File: src/rtl/run_length_line_table_core_defines.svh
// assertion macros for the run-length line table core
// used by rllt_ctrl and rllt_dpath, which provide clk_i and rst_ni
`ifndef RUN_LENGTH_LINE_TABLE_CORE_DEFINES_SVH
`define RUN_LENGTH_LINE_TABLE_CORE_DEFINES_SVH

// same-cycle implication, checked out of reset
`define RLLT_ASSERT_IMP(lbl, ante, cons) \
  lbl: assert property (@(posedge clk_i) disable iff (!rst_ni) (ante) |-> (cons)) \
    else $error("rllt assertion failed");

// next-cycle implication, checked out of reset
`define RLLT_ASSERT_NXT(lbl, ante, cons) \
  lbl: assert property (@(posedge clk_i) disable iff (!rst_ni) (ante) |=> (cons)) \
    else $error("rllt assertion failed");

`endif

File: src/rtl/rllt_pkg.sv
// shared types and constants for the run-length line table core
// no dependencies
package rllt_pkg;

  localparam int unsigned TableDepthDef = 1024;
  localparam int unsigned LineW         = 16;
  localparam int unsigned EntryW        = LineW + 1;

  localparam logic FuncAppend = 1'b0;
  localparam logic FuncLookup = 1'b1;

  localparam logic [LineW-1:0] RunMax = {LineW{1'b1}};

  // commands from the controller to the datapath
  typedef struct packed {
    logic accept;  // request taken this cycle
    logic walk;    // lookup walk in progress
    logic resp;    // load lookup result into the output register
  } cmd_t;

  // status from the datapath to the controller
  typedef struct packed {
    logic out_free;   // output register can take a result this cycle
    logic walk_done;  // lookup walk has its answer
  } status_t;

endpackage

File: src/rtl/rllt_ctrl.sv
// controller state machine of the run-length line table core
// depends on rllt_pkg and run_length_line_table_core_defines.svh
`include "run_length_line_table_core_defines.svh"

module rllt_ctrl (
  input  logic              clk_i,
  input  logic              rst_ni,
  input  logic              in_valid_i,
  input  logic              func_i,
  output logic              in_stall_o,
  input  rllt_pkg::status_t status_i,
  output rllt_pkg::cmd_t    cmd_o
);

  import rllt_pkg::*;

  typedef enum logic [2:0] {
    StIdle = 3'b001,
    StWalk = 3'b010,
    StResp = 3'b100
  } state_e;

  state_e state_q, state_d;
  logic   take;

  assign take = (state_q == StIdle) && in_valid_i && status_i.out_free;

  always_comb begin
    state_d = state_q;
    case (state_q)
      StIdle: begin
        if (take && (func_i == FuncLookup)) begin
          state_d = StWalk;
        end
      end
      StWalk: begin
        if (status_i.walk_done) begin
          state_d = StResp;
        end
      end
      StResp: begin
        if (status_i.out_free) begin
          state_d = StIdle;
        end
      end
      default: state_d = StIdle;
    endcase
  end

  always_ff @(posedge clk_i or negedge rst_ni) begin
    if (!rst_ni) begin
      state_q <= StIdle;
    end else begin
      state_q <= state_d;
    end
  end

  assign in_stall_o   = !((state_q == StIdle) && status_i.out_free);
  assign cmd_o.accept = take;
  assign cmd_o.walk   = (state_q == StWalk);
  assign cmd_o.resp   = (state_q == StResp) && status_i.out_free;

  `RLLT_ASSERT_IMP(a_busy_stalls, state_q != StIdle, in_stall_o)
  `RLLT_ASSERT_NXT(a_resp_to_idle, cmd_o.resp, state_q == StIdle)

endmodule

File: config.mk
export PLATFORM = sky130hd
export DESIGN_NAME = rllt_ctrl
export DESIGN_NICKNAME = d
export VERILOG_FILES = /design/src/rtl/rllt_pkg.sv /design/src/rtl/rllt_ctrl.sv
export VERILOG_INCLUDE_DIRS = /design/src /design/src/rtl
export SDC_FILE = /design/constraint.sdc
export NUM_CORES = 1
export LEC_CHECK = 0
export BUFFER_PORTS_ARGS = -buffer_cell sky130_fd_sc_hd__buf_2
export CORE_AREA = 8 8 45 47
export DETAILED_ROUTE_END_ITERATION = 10
export DIE_AREA = 0 0 53 55
export GPL_ROUTABILITY_DRIVEN = 0
export PLACE_DENSITY = 0.34
export RECOVER_POWER = 100
export SYNTH_ARGS = -nofsm -noshare
export SYNTH_HDL_FRONTEND = slang
export SYNTH_SLANG_ARGS = --single-unit
File: constraint.sdc
create_clock -name clk_i -period 1.8 [get_ports clk_i]
set_input_delay 0.54 -clock clk_i [delete_from_list [all_inputs] [get_ports clk_i]]
set_output_delay 0.54 -clock clk_i [all_outputs]
set_load 0.02 [all_outputs]
# --- Word level (Yosys, flattened, before mapping) ---
# Index checks and enable logic that the tools add are counted.
word_totals:
  reg_bits: 3
  out_inout_bits: 4
  mem_count: 0
  mem_bits_ro: 0
  word_cells: 18
  latch_bits: 0
  ram_bits: 0
classes:
  n_reduce_logical: 7
  n_addsub: 0
  n_div: 0
  eq_ne: 6
  shift: 0
  bitwise: 0
  mul: 0
  mux: 4
  order_cmp: 0
ops:
  columns: ["cell", "n"]
  rows:
  - ["3-bit two-way mux", 3]
  - ["3-bit case mux with 3 select lines", 1]
  - ["1-bit logical AND", 5]
  - ["2-bit != test (second input constant)", 2]
  - ["3-bit by 1-bit == test with 1-bit output (second input constant)", 1]
  - ["3-bit by 2-bit == test with 1-bit output (second input constant)", 1]
  - ["3-bit == test (second input constant)", 1]
  - ["3-bit AND reduction", 1]
  - ["2-bit by 1-bit != test with 1-bit output (second input constant)", 1]
  - ["1-bit zero test", 1]

# --- Depth between registers and ports, before layout ---
logic_depth:
  word_depth: 6
  depth_mapped: 3
  depth_no_buf: 2

# --- Worst setup path after synthesis ---
# OpenSTA, ideal clock, no wires.
synth_path:
  path_type: "register -> output"
  from: "register state_q[0]"
  to: "output cmd_o[2] (netlist bit)"
  path_stages_with_launch: 4
  arrival_ns: 1.064
  path_buffers: 1
  path_slack_ns: 0.196
  cell_sequence: "dfstp_2 and4bb_1 and2_1 buf_4"
synth_between:
  elab_chain_cells: 3
synth_lines:
  columns: ["element", "line_no", "text"]
  rows:
  - ["start: declaration", "rllt_ctrl.sv:23", "state_e state_q, state_d;"]
  - ["start signal: assignment", "rllt_ctrl.sv:52", "state_q <= StIdle;"]
  - ["start signal: assignment", "rllt_ctrl.sv:54", "state_q <= state_d;"]
  - ["3-bit by 1-bit == test with 1-bit output", "rllt_ctrl.sv:26", "assign take = (state_q == StIdle) && in_valid_i && status_i.out_free;"]
  - ["1-bit logical AND (2 in a row)", "rllt_ctrl.sv:26", null]
  - ["end: declaration", "rllt_ctrl.sv:12", "output rllt_pkg::cmd_t cmd_o"]
# Every way passes these cells.

==> impl_metrics.ini <==
[outcome]
status = finished, violations left
failed_checks = setup timing

[timing]
hold_viol_final = 0
skew_ns = 0.000255
setup_ws_ns = -0.0148
fin_crit_sh_pct = 101
slew_viol_final = 0
rsz0062_at_grt = true
finalSetupViolCount = 1
worst_slew_pin_slew_ns = 0.283
hold_slack_ns = 0.104
slew-limit-headroom_pct = 80.8
min_period_ns = 1.81
fmax_ghz = 0.551
setup_tns_ns = -0.0148

[layout]
drive_above_1_share_pct = 62.5
num-fill-cells = 158
top_regs = state_q (3)
area_delta_synth_final_pct = 63.1
largest_reg_flops = 3
fin_util_pct = 23.1
top_register = state_q
fin_nets = 39
num_antenna_cells = 0

[logic_synthesis]
synth_area_sq_um = 196
avgSynthCellArea_sq_um = 11.6
ys_ff_latch = 3
yosysWarnings = 0
syn-num-nets = 23
yosys.area.top_type = dfrtp_1
netlist-cell-type-count = 14
synth.area.top_cells = dfrtp_1, dfstp_2, a211oi_2
synth_top_area_share_pct = 25.5
netlist_instances = 17
ys_seq_area_share_pct = 38.9

[cts]
path_clk_slew_ns = 0.04
cts-buffers-inserted = 3
cts_max_level = 1
cts_tree = yes
clockRootBuffer = clkbuf_4
cts_buffer_depth = 2
clock-sinks = 3
worstSkewPairLatency_ns = 0.23

[setup_path]
crit_start = state_q[0]
crit_path_end_kind = output port
crit_arrival_ns = 1.27
reg2reg_from = state_q[2]
rr_worst_depth = 3
path_max_fanout = 3
worstPathRequired_ns = 1.26
rrSetupSlack_ns = 0.66
worstSetupPathType = flip-flop to output port
worst_setup_path_start_kind = flip-flop
worstReg2RegEnd = state_q[0]
endpoint = cmd_o[2]

[die]
dieHeight_microns = 55
fp.dieArea_sq_mm = 0.00292
die_w_microns = 53
rows = 14
io-pin-count = 10
core_sq_mm = 0.00138
start_util_pct = 14.2

[detailed_routing]
wl_per_cell_microns = 10.7
drc = 0
via_per_inst = 3.96
drt-total-wl_microns = 513
routed-via-count = 190
dr.pass1.iters = 2
drtIter0Drc = 1
antenna_left = 0

[grt]
grt_max_degree = 7
antenna_found_initial = 0
overflow = 0
grt_use_total_pct = 3.77
grt_pass1_vias = 208
grt_pass1_wl_microns = 765

[power]
ir_drop_v = 0.000192
leakagePower_uw = 0.000140
p_per_area_mw_per_mm2 = 720

[placement]
hpwl_microns = 386
port-buffer-count = 9

[flow_run]
maxCapViolCount = 0

[min_path]
hold_class = input pin to async pin
[metrics by stage]
stage	total power [uW]	setup WS, ns	instance area, sq um	cells
final	231	-0.0148	320	48
after global routing	249	-0.0699	320	48
after global placement	103	0.0526	254	41
after detailed placement	103	0.0493	254	41
after floorplan	91.6	0.196	196	17
after CTS	234	-0.0220	312	48
[kinds of logic (layout without fill, tap and decap cells)]
logic type	after synthesis	in the layout	share of synthesized area (%)
flops	3	3	38.9
compound gates	3	3	15.3
simple gates	8	8	38.2
buf+inv	3	18	7.65
[layer usage]
| layer | up-vias | part of all wire, % | track usage, % | wire (microns) |
|---|---|---|---|---|
| met5 | - | 0 | 0 | 0 |
| li1 | 93 | - | - | - |
| met4 | 0 | 0 | 6.47 | 0 |
| met1 | 93 | 40 | 3.05 | 206 |
| met2 | 4 | 54 | 5.66 | 279 |
| met3 | 0 | 5.1 | 1.34 | 26 |
[cell usage in the layout, fill, tap and decap left out]
master,n
clkbuf_1,2
nor3b_2,1
nand3b_1,1
dfrtp_1,2
nor4b_1,1
clkbuf_4,3
buf_4,4
and2_1,1
and2_4,1
inv_1,2
buf_2,4
a22o_1,1
and4bb_2,2
or3b_1,1
a21oi_2,1
a211oi_1,1
buf_6,3
dfstp_2,1
[worst min-delay path by stage]
stage | from | slack (ns) | end | cells after the start
after floorplan | rst_ni | 0.24 | state_q[1] | 0
after global routing | rst_ni | 0.11 | state_q[2] | 1
after CTS | rst_ni | 0.09 | state_q[2] | 1
after global placement | rst_ni | 0.33 | state_q[2] | 1
after detailed placement | rst_ni | 0.34 | state_q[2] | 1
final | rst_ni | 0.10 | state_q[1] | 1
[cell type report]
class,instances,area (sq um),area share [%]
sequential,3,76.3,23.8
tap,16,20.0,6.25
inverter,2,7.51,2.34
timing repair buffer,12,87.6,27.3
clock buffer,4,26.3,8.20
multi-input combinational,11,103,32.0
[worst max-delay path, cell delays in order, from the launching register on]
cell and delay, ns:
dfstp_2 0.54, and4bb_2 0.26, and2_4 0.14, buf_6 0.10
[what timing repair did]
item                                    4_1_cts  5_1_grt
endpoints found under the setup margin        2        4
pin swaps                                     2        0
buffers inserted                              3        0
gates resized for setup                       4        5
hold buffers                                  0        0
[power breakdown]
group          total, uW  switching, uW  internal [uW]
Combinational       39.6           17.3           22.3
Sequential          73.6           2.49           71.1
Clock                117           34.4           83.0
[synth_stat cells, drive strengths merged]
master and number:
and2 2, and4bb 2, dfrtp 2, inv 2, a211oi 1, a21oi 1, a22o 1, buf 1
dfstp 1, nand3b 1, nor3b 1, nor4b 1, or3b 1
Power figures use the tool's default switching activity.
